--- src/hw/rtl/raf_pkg.sv ---
// ----------------------------------------------------------------------------
// raf_pkg
// Types, format codes and character helpers for the radix ASCII formatter.
// ----------------------------------------------------------------------------
package raf_pkg;

    localparam int VALUE_BITS = 16;
    localparam int CHAR_BITS  = 7;
    localparam int COUNT_BITS = 3;
    localparam int DIGIT_BITS = 4;
    localparam int MAX_DIGITS = 6;

    localparam logic [2:0] OP_SDEC   = 3'd0;
    localparam logic [2:0] OP_UDEC   = 3'd1;
    localparam logic [2:0] OP_OCT    = 3'd2;
    localparam logic [2:0] OP_HEXLO  = 3'd3;
    localparam logic [2:0] OP_HEXUP  = 3'd4;

    localparam logic [CHAR_BITS-1:0] CHAR_MINUS = 7'h2D;
    localparam logic [CHAR_BITS-1:0] CHAR_ZERO  = 7'h30;
    localparam logic [CHAR_BITS-1:0] CHAR_LO_A  = 7'h61;
    localparam logic [CHAR_BITS-1:0] CHAR_UP_A  = 7'h41;

    // q = (v * DIV10_MUL) >> DIV10_SHIFT is exact for v < 2^16
    localparam logic [31:0] DIV10_MUL   = 32'd52429;
    localparam int          DIV10_SHIFT = 19;

    typedef struct packed {
        logic [2:0]            op;
        logic [VALUE_BITS-1:0] value;
    } fmt_in_t;

    typedef struct packed {
        logic [CHAR_BITS-1:0]  ascii_char;
        logic                  last;
        logic [COUNT_BITS-1:0] char_count;
    } fmt_out_t;

    typedef enum logic [1:0] {
        ST_IDLE,
        ST_CONV,
        ST_SIGN,
        ST_DIGIT
    } raf_state_t;

    typedef struct packed {
        logic load;
        logic step;
        logic emit_sign;
        logic emit_digit;
    } raf_cmd_t;

    typedef struct packed {
        logic op_ok;
        logic conv_done;
        logic neg;
        logic last_digit;
    } raf_status_t;

    function automatic logic [CHAR_BITS-1:0] digit_char(
        input logic [DIGIT_BITS-1:0] d,
        input logic                  upper
    );
        logic [CHAR_BITS-1:0] c;
        if (d < 4'd10)
        begin
            c = CHAR_ZERO + CHAR_BITS'(d);
        end
        else if (upper)
        begin
            c = CHAR_UP_A + CHAR_BITS'(d - 4'd10);
        end
        else
        begin
            c = CHAR_LO_A + CHAR_BITS'(d - 4'd10);
        end
        return c;
    endfunction

endpackage

--- src/hw/rtl/raf_ctrl.sv ---
// ----------------------------------------------------------------------------
// raf_ctrl
// Sequencer: load, digit extraction, sign and digit output.
// ----------------------------------------------------------------------------
module raf_ctrl
    import raf_pkg::*;
(
    input  logic        clk,
    input  logic        rst_n,
    input  logic        start,
    input  raf_status_t status,
    output logic        busy,
    output raf_cmd_t    cmd
);

    raf_state_t state_reg;
    raf_state_t state_next;

    always_ff @(posedge clk or negedge rst_n)
    begin
        if (!rst_n)
        begin
            state_reg <= ST_IDLE;
        end
        else
        begin
            state_reg <= state_next;
        end
    end

    always_comb
    begin
        state_next = state_reg;
        unique case (state_reg)
            ST_IDLE:
            begin
                if (start && status.op_ok)
                begin
                    state_next = ST_CONV;
                end
            end
            ST_CONV:
            begin
                if (status.conv_done)
                begin
                    state_next = status.neg ? ST_SIGN : ST_DIGIT;
                end
            end
            ST_SIGN:
            begin
                state_next = ST_DIGIT;
            end
            ST_DIGIT:
            begin
                if (status.last_digit)
                begin
                    state_next = ST_IDLE;
                end
            end
        endcase
    end

    always_comb
    begin
        cmd  = '0;
        busy = 1'b1;
        unique case (state_reg)
            ST_IDLE:
            begin
                busy     = 1'b0;
                cmd.load = start && status.op_ok;
            end
            ST_CONV:
            begin
                cmd.step = 1'b1;
            end
            ST_SIGN:
            begin
                cmd.emit_sign = 1'b1;
            end
            ST_DIGIT:
            begin
                cmd.emit_digit = 1'b1;
            end
        endcase
    end

endmodule

--- src/hw/rtl/raf_dp.sv ---
// ----------------------------------------------------------------------------
// raf_dp
// Datapath: magnitude register, one digit per step, digit stack, output stage.
// ----------------------------------------------------------------------------
module raf_dp
    import raf_pkg::*;
#(
    parameter int VALUE_WIDTH = 16
)
(
    input  logic        clk,
    input  logic        rst_n,
    input  fmt_in_t     cmd_in,
    input  raf_cmd_t    cmd,
    output raf_status_t status,
    output logic        strobe,
    output fmt_out_t    result
);

    localparam int MW = (VALUE_WIDTH < VALUE_BITS) ? VALUE_WIDTH : VALUE_BITS;
    localparam bit SIGN_VISIBLE = (VALUE_WIDTH <= VALUE_BITS);

    logic [MW-1:0]         mag_reg;
    logic [2:0]            op_reg;
    logic                  neg_reg;
    logic [DIGIT_BITS-1:0] stack_reg [MAX_DIGITS];
    logic [COUNT_BITS-1:0] nd_reg;
    logic [COUNT_BITS-1:0] total_reg;
    logic                  strobe_reg;
    logic                  strobe_next;
    fmt_out_t              out_reg;
    fmt_out_t              out_next;

    logic [MW-1:0]         v_in;
    logic                  neg_in;
    logic [MW-1:0]         mag_in;
    logic [VALUE_BITS-1:0] mag16;
    logic [31:0]           prod;
    logic [VALUE_BITS-1:0] q10;
    logic [VALUE_BITS-1:0] rem10;
    logic [VALUE_BITS-1:0] q_sel;
    logic [DIGIT_BITS-1:0] d_sel;

    assign v_in   = cmd_in.value[MW-1:0];
    assign neg_in = SIGN_VISIBLE && (cmd_in.op == OP_SDEC) && v_in[MW-1];
    assign mag_in = neg_in ? (~v_in + MW'(1)) : v_in;

    assign mag16 = VALUE_BITS'(mag_reg);
    assign prod  = 32'(mag16) * DIV10_MUL;
    assign q10   = VALUE_BITS'(prod >> DIV10_SHIFT);
    assign rem10 = mag16 - VALUE_BITS'(q10 * 16'd10);

    always_comb
    begin
        unique case (op_reg)
            OP_SDEC, OP_UDEC:
            begin
                q_sel = q10;
                d_sel = rem10[DIGIT_BITS-1:0];
            end
            OP_OCT:
            begin
                q_sel = mag16 >> 3;
                d_sel = {1'b0, mag16[2:0]};
            end
            default:
            begin
                q_sel = mag16 >> 4;
                d_sel = mag16[3:0];
            end
        endcase
    end

    assign status.op_ok      = (cmd_in.op == OP_SDEC) || (cmd_in.op == OP_UDEC) ||
                               (cmd_in.op == OP_OCT) || (cmd_in.op == OP_HEXLO) ||
                               (cmd_in.op == OP_HEXUP);
    assign status.conv_done  = (q_sel == '0);
    assign status.neg        = neg_reg;
    assign status.last_digit = (nd_reg == COUNT_BITS'(1));

    always_ff @(posedge clk)
    begin
        if (cmd.load)
        begin
            mag_reg   <= mag_in;
            op_reg    <= cmd_in.op;
            neg_reg   <= neg_in;
            nd_reg    <= '0;
            total_reg <= COUNT_BITS'(neg_in);
        end
        else if (cmd.step)
        begin
            mag_reg      <= MW'(q_sel);
            stack_reg[0] <= d_sel;
            for (int i = 1; i < MAX_DIGITS; i++)
            begin
                stack_reg[i] <= stack_reg[i-1];
            end
            nd_reg    <= nd_reg + COUNT_BITS'(1);
            total_reg <= total_reg + COUNT_BITS'(1);
        end
        else if (cmd.emit_digit)
        begin
            for (int i = 0; i < MAX_DIGITS - 1; i++)
            begin
                stack_reg[i] <= stack_reg[i+1];
            end
            nd_reg <= nd_reg - COUNT_BITS'(1);
        end
    end

    always_comb
    begin
        strobe_next = cmd.emit_sign || cmd.emit_digit;
        out_next    = '0;
        if (cmd.emit_sign)
        begin
            out_next.ascii_char = CHAR_MINUS;
        end
        else
        begin
            out_next.ascii_char = digit_char(stack_reg[0], op_reg == OP_HEXUP);
            out_next.last       = status.last_digit;
            out_next.char_count = status.last_digit ? total_reg : '0;
        end
    end

    always_ff @(posedge clk or negedge rst_n)
    begin
        if (!rst_n)
        begin
            strobe_reg <= 1'b0;
        end
        else
        begin
            strobe_reg <= strobe_next;
        end
    end

    always_ff @(posedge clk)
    begin
        if (strobe_next)
        begin
            out_reg <= out_next;
        end
    end

    assign strobe = strobe_reg;
    assign result = out_reg;

endmodule

--- src/hw/rtl/radix_ascii_formatter.sv ---
// ----------------------------------------------------------------------------
// radix_ascii_formatter
// The first character, a minus sign or the top digit, is registered after digit extraction.
// Throughput: digit extraction first, then one character per cycle;
//   the single shared divide-by-radix step sets the extraction length.
// Busy drops as the last character loads.
// Unused format codes start no work and give no characters.
// Reset clears the sequencer and the output strobe; the receiver cannot stall.
// ----------------------------------------------------------------------------
module radix_ascii_formatter
    import raf_pkg::*;
#(
    parameter int VALUE_WIDTH = 16
)
(
    input  logic     clk,
    input  logic     rst_n,
    input  logic     start,
    input  fmt_in_t  cmd,
    output logic     busy,
    output logic     strobe,
    output fmt_out_t result
);

    raf_cmd_t    ctl;
    raf_status_t status;

    raf_ctrl u_ctrl (
        .clk    (clk),
        .rst_n  (rst_n),
        .start  (start),
        .status (status),
        .busy   (busy),
        .cmd    (ctl)
    );

    raf_dp #(
        .VALUE_WIDTH (VALUE_WIDTH)
    ) u_dp (
        .clk    (clk),
        .rst_n  (rst_n),
        .cmd_in (cmd),
        .cmd    (ctl),
        .status (status),
        .strobe (strobe),
        .result (result)
    );

endmodule

--- config.mk ---
export PLATFORM = sky130hd
export DESIGN_NAME = radix_ascii_formatter
export DESIGN_NICKNAME = d
export VERILOG_FILES = /design/src/hw/rtl/raf_pkg.sv /design/src/hw/rtl/raf_ctrl.sv /design/src/hw/rtl/raf_dp.sv /design/src/hw/rtl/radix_ascii_formatter.sv
export SDC_FILE = /design/constraint.sdc
export NUM_CORES = 1
export LEC_CHECK = 0
export BUFFER_PORTS_ARGS = -buffer_cell sky130_fd_sc_hd__buf_2
export CORE_ASPECT_RATIO = 1.5
export CORE_MARGIN = 1
export CORE_UTILIZATION = 45
export CTS_BUF_LIST = sky130_fd_sc_hd__clkbuf_16
export DETAILED_ROUTE_END_ITERATION = 10
export SETUP_SLACK_MARGIN = 0.05
export SYNTH_ARGS = -nofsm -noshare
export SYNTH_HDL_FRONTEND = slang
export SYNTH_SLANG_ARGS = --single-unit
--- constraint.sdc ---
create_clock -name clk -period 7.8 [get_ports clk]
set_input_delay 0.39 -clock clk [delete_from_list [all_inputs] [get_ports clk]]
set_output_delay 0.39 -clock clk [all_outputs]
set_load 0.1 [all_outputs]
==> flow_summary.toml, run 1 <==
[clocking]
htreeDepth = 3
cts.sinks = 64
cts_root_buf = "clkbuf_16"
cts_buffer_depth = 2
numCtsBuffers = 9
clkLatencyLatePin_ns = 0.34
cts_tree = "yes"
cts.repair.resized = 0
clkTransAtPathRegs_ns = 0.06

[worst_setup_path]
critPathMaxFanout = 11
setup.worst_path.start_class = "flop"
max_stage_delay_ns = 0.59
endpoint_kind = "flop"
cpLargestDelayFamily = "adder cells"
critPathKind = "reg -> reg"
crit_slowest_cell = "a311oi_1"
cp_data_required_time_ns = 8.02
cp_cell_sequence = "ha_1 > xor2_1 > ha_1 > fa_1 > inv_1 > fa_1 > inv_1 > fa_1 > inv_1 > fa_1 > inv_1 > ha_1 > nand4_1 > nor2_1 > nand3_1 > a311oi_1 > a211oi_1 > a211oi_1 > nand4_1 > and4b_1 > a21o_2 > mux2_4"
crit_buf_inv = 4
critical_path_arrival_ns = 7.14

[timing]
relSlewSlack = 0.4028
tns_ns = 0
hold_viol = 0
setup_viol = 0
rsz0062_at_grt = "false"
period_share = 0.8867
fin_crit_ns = 6.916
whs_ns = 0.2471
drv_slew = 0
setup_slack_ns = 0.8838
clock_skew_ns = 0.007656
fmax_mhz = 144.6
tightest_slew_ns = 0.8958

[global_route]
grt_max_degree = 28
antenna_found_initial = 0
gr-total-overflow = 0
grt_pass1_wl_mm = 33.78
grt_pass1_vias = 6484
grt.total_usage = 0.2338

[logic_synthesis]
netlist_area_mm2 = 0.008524
syn_nets = 1147
avgSynthCellArea_um2 = 9.514
async_reset_ff_frac = 0.04688
synth_ff_type = "edfxtp_1"
synth_cell_types = 68
yosysTopAreaCellShare = 0.2187
synth.area.top_cells = "ha_1 (22%), edfxtp_1 (20%), fa_1 (19%), inv_1 (9.2%), a21oi_1 (2.9%)"
synth_edf_count = 56
ys_seq_area_frac = 0.2178
synth.ff_latch_count = 64
yosysWarnings = 0
synth_top_area_cell = "ha_1"
syn_inst = 896

[routing]
vias = 6258
avgRoutedWirePerCell_um = 17.91
dr.pass1.iters = 7
vias_per_cell = 5.285
drt_iter0_drc = 246
ant_nets = 0
wirelength_mm = 21.20
route.detailed.drc = 0

[place]
globalplace.congestion = 0.8967
portBuffers = 34
hpwl_mm = 18.09
dp_slack_ns = 0.9900

[cells_and_area]
antenna_cells = 0
area_growth_pct = 8.719
largest_reg_flops = 24
fin_nets = 1178
layout-drive-gt1-share = 0.09549

[floorplanning]
io_pins = 35
core_area_mm2 = 0.01855
die-area_mm2 = 0.01951
fp.dieH_um = 170.6
die_w_um = 114.4
rows = 61
start_util = 0.4596

[worst_hold_path]
hp-class = "in -> reg"

[job]
drv_cap = 0

[status]
status = "complete, no violations"
[layer usage]
metal	wire, um	up-vias	GRT usage
met5	0	-	0
met4	1095	0	0.1242
met3	699	52	0.03542
met2	11260	123	0.4329
met1	8149	3038	0.2535
li1	-	3045	-
[synth_stat cells, types with 3 or more instances]
library cell  instances
inv_1               208
ha_1                149
fa_1                 80
nand2_1              59
edfxtp_1             56
a21oi_1              50
nor2_1               43
o21ai_0              27
xnor2_1              20
nor3_1               19
xor2_1               17
mux2_2               16
clkbuf_1             11
nand3_1              10
or3_1                 9
a211oi_1              7
o211ai_1              7
and3_1                6
buf_2                 6
nand4_1               6
a21o_1                5
dfxtp_1               5
a31oi_1               4
and2_1                4
a21oi_2               3
a221o_1               3
a221oi_1              3
dfrtp_1               3
mux2i_1               3
o21a_1                3
o21bai_1              3
[worst register-to-register path, stage by stage, from the launching register on]
cell and delay (ns):
edfxtp_1 0.56, ha_1 0.43, xor2_1 0.17, ha_1 0.31
fa_1 0.53, inv_1 0.05, fa_1 0.53, inv_1 0.05
fa_1 0.52, inv_1 0.05, fa_1 0.52, inv_1 0.04
ha_1 0.49, nand4_1 0.24, nor2_1 0.19, nand3_1 0.15
a311oi_1 0.59, a211oi_1 0.17, a211oi_1 0.28, nand4_1 0.12
and4b_1 0.32, a21o_2 0.17, mux2_4 0.30
[final timing paths]
path / start / to / slack, ns / cells after the start
setup / recovery: u_dp.mag16[5] / u_ctrl.state_reg[1] / 0.88 / 22
min in group asynchronous: rst_n / u_dp.strobe / 0.38 / 2
setup reg to reg: u_dp.mag16[5] / u_ctrl.state_reg[1] / 0.88 / 22
hold / removal: cmd[17] / u_dp.op_reg[1] / 0.25 / 1
max in group asynchronous: rst_n / u_ctrl.state_reg[1] / 7.29 / 2
hold reg to reg: u_dp.stack_reg[0][16] / u_dp.stack_reg[0][20] / 0.46 / 0
[stage by stage]
step / instances / utilization / area (um2)
CTS: 1184 / 0.4997 / 9268
floorplan: 896 / - / 8524
detailed placement: 1167 / 0.4832 / 8961
global route: 1184 / 0.4997 / 9268
finish: 1184 / 0.4997 / 9268
global placement: 1167 / 0.4832 / 8961
[logic make-up (layout without fill, tap and decap cells)]
| kind of cell | after synthesis | in the layout | synth area share |
|---|---|---|---|
| xor+xnor | 37 | 37 | 0.03802 |
| simple gates | 172 | 172 | 0.09423 |
| buf+inv | 227 | 263 | 0.1008 |
| mux | 21 | 21 | 0.02818 |
| fa+ha+maj | 229 | 229 | 0.4066 |
| flops | 64 | 64 | 0.2178 |
| compound gates | 146 | 146 | 0.1143 |
[final cells by class]
type                            instances  area (um2)
Fill cell                            1778        9279
Sequential cell                        64        1857
Multi-Input combinational cell        605        5808
Inverter                              208       780.7
Clock buffer                            9       225.2
Clock inverter                          7       71.32
Tap cell                              252       315.3
Timing Repair Buffer                   39       210.2
[cell usage in the layout (no fill, tap or decap), types with 10 or more instances in the layout]
cell type	netlist	final
buf_2	6	34
mux2_2	16	16
fa_1	80	80
a21oi_1	50	50
edfxtp_1	56	56
ha_1	149	149
nor3_1	19	19
nand2_1	59	59
nand3_1	10	10
o21ai_0	27	27
xnor2_1	20	20
inv_1	208	208
xor2_1	17	17
nor2_1	43	43
[timing repair]
action	4_1_cts	5_1_grt
hold buffers	1	0
buffers inserted	0	0
hold endpoints to repair	3	0
Power of run 1 is left out: the tool's default activity adds up to more than one toggle a clock period on the data nets, which glitch-free logic cannot reach.
==> run 2, diff against run 1 <==
--- a/config.mk
+++ b/config.mk
@@ -11,6 +11,7 @@
 export CORE_UTILIZATION = 45
 export CTS_BUF_LIST = sky130_fd_sc_hd__clkbuf_16
 export DETAILED_ROUTE_END_ITERATION = 10
+export RECOVER_POWER = 25
 export SETUP_SLACK_MARGIN = 0.05
 export SYNTH_ARGS = -nofsm -noshare
 export SYNTH_HDL_FRONTEND = slang
==> run 2 against run 1 <==
Clock skew up 0.00066 ns. Global-route usage did not move. Maximum frequency is 0.15% higher. Count of clock-buffer cells in the layout did not move. Cell count stayed put. Core utilization down 0.14 points. Via count increased by 0.30%. Critical endpoint unchanged.
==> flow_summary.toml, run 2 (synthesis results as in run 1) <==
[status]
status = "complete, no violations"

[cells_and_area]
fin_nets = 1178
regArea_mm2 = 0.001857
mostFrequentLayoutCell = "inv_1"
area_growth_pct = 8.410
layout-drive-gt1-share = 0.07618
largest_reg_flops = 24
nFillCells = 1791
final_cell_mix = "inv_1 (208), ha_1 (149), fa_1 (80)"
multi_input_area_mm2 = 0.005808
antenna_cells = 0

[routing]
vias = 6277
wirelength_mm = 21.24
drt_iter0_drc = 251
route.detailed.drc = 0
ant_nets = 0
vias_per_cell = 5.302
avgRoutedWirePerCell_um = 17.94
dr.pass1.iters = 5

[job]
drv_cap = 0

[global_route]
grt_pass1_vias = 6484
grt_pass1_wl_mm = 33.78
use_met2 = 0.4329
grt_max_degree = 28
grt-busiest-layer = "met2"
use_met3 = 0.03542
use_met1 = 0.2535
grt.total_usage = 0.2338
antenna_found_initial = 0
gr-total-overflow = 0

[clocking]
cts.repair.resized = 0
post-cts-setup-buffers = 0
cts_root_buf = "clkbuf_16"
cts_tree = "yes"
clkTransAtPathRegs_ns = 0.06
htreeDepth = 3
numCtsBuffers = 9
cts.sinks = 64
clkLatencyLatePin_ns = 0.34
cts_buffer_depth = 2
cts_hold_buffers = 1

[worst_setup_path]
cp_data_required_time_ns = 8.02
worstReg2RegEnd = "u_ctrl.state_reg[1]"
critPathKind = "reg -> reg"
endpoint_kind = "flop"
r2r_slack_ns = 0.89
endpoint = "u_ctrl.state_reg[1]"
critPathMaxFanout = 11
critical_path_arrival_ns = 7.12
r2r-start = "u_dp.mag16[5]"
worstSetupStartpoint = "u_dp.mag16[5]"
r2r_cells = 22
setup.worst_path.start_class = "flop"

[timing]
clock_skew_ns = 0.008315
tns_ns = 0
hold_viol = 0
drv_slew = 0
tightest_slew_ns = 1.186
fmax_mhz = 144.8
relSlewSlack = 0.2127
period_share = 0.8854
rsz0062_at_grt = "false"
setup_viol = 0
fin_crit_ns = 6.906

[floorplanning]
die-area_mm2 = 0.01951
die_w_um = 114.4
core_area_mm2 = 0.01855
fp.dieH_um = 170.6
start_util = 0.4596
io_pins = 35
rows = 61

[worst_hold_path]
hp-class = "in -> reg"

[place]
hpwl_mm = 18.09
portBuffers = 34
globalplace.congestion = 0.8967
run 2: cell count changes in the layout (fill, tap and decap cells not counted):
cell      before  now
and2_0         0    1
and2_1         4    3
buf_2         34   19
buf_4          4    2
clkbuf_1       0   17
or2_0          0    1
or2_2          2    1
run 2: final cells by class:
cell class	instances	area share
Sequential cell	64	0.2009
Inverter	208	0.08448
Tap cell	252	0.03412
Multi-Input combinational cell	605	0.6285
Clock inverter	7	0.007717
Timing Repair Buffer	39	0.01990
Clock buffer	9	0.02437
run 2: how the worst min path moves through the flow:
stage,cells past startpoint,to,slack (ns),startpoint
final,1,u_dp.op_reg[1],0.25,cmd[17]
after global routing,1,u_dp.op_reg[1],0.25,cmd[17]
after CTS,1,u_dp.op_reg[1],0.24,cmd[17]
after detailed placement,1,u_dp.strobe,0.20,rst_n
after global placement,1,u_dp.strobe,0.20,rst_n
after floorplan,0,u_ctrl.state_reg[0],0.09,rst_n
run 2: worst max-delay path, stage by stage, from the launching register on:
cell,delay (ns)
edfxtp_1,0.56
ha_1,0.43
xor2_1,0.17
ha_1,0.31
fa_1,0.53
inv_1,0.05
fa_1,0.53
inv_1,0.05
fa_1,0.52
inv_1,0.05
fa_1,0.52
inv_1,0.04
ha_1,0.49
nand4_1,0.23
nor2_1,0.19
nand3_1,0.15
a311oi_1,0.58
a211oi_1,0.16
a211oi_1,0.28
nand4_1,0.12
and4b_1,0.32
a21o_2,0.17
mux2_4,0.30
run 2: through the flow:
stage	utilization	hold slack (ns)	worst slack (ns)	cells	area [um2]
6_report	0.4983	0.2505	0.8942	1184	9241
3_3_place_gp	0.4832	0.1994	1.110	1167	8961
3_5_place_dp	0.4832	0.2019	0.9900	1167	8961
4_1_cts	0.4997	0.2417	0.9453	1184	9268
5_1_grt	0.4983	0.2461	0.4558	1184	9241
2_1_floorplan	-	0.09441	1.661	896	8524
run 2: layer usage:
metal	vias to the layer above	routed length [um]
met3	52	660
met5	-	0
met4	0	1101
li1	3045	-
met1	3055	8238
met2	125	11240
Power of run 2 is left out for the same reason.
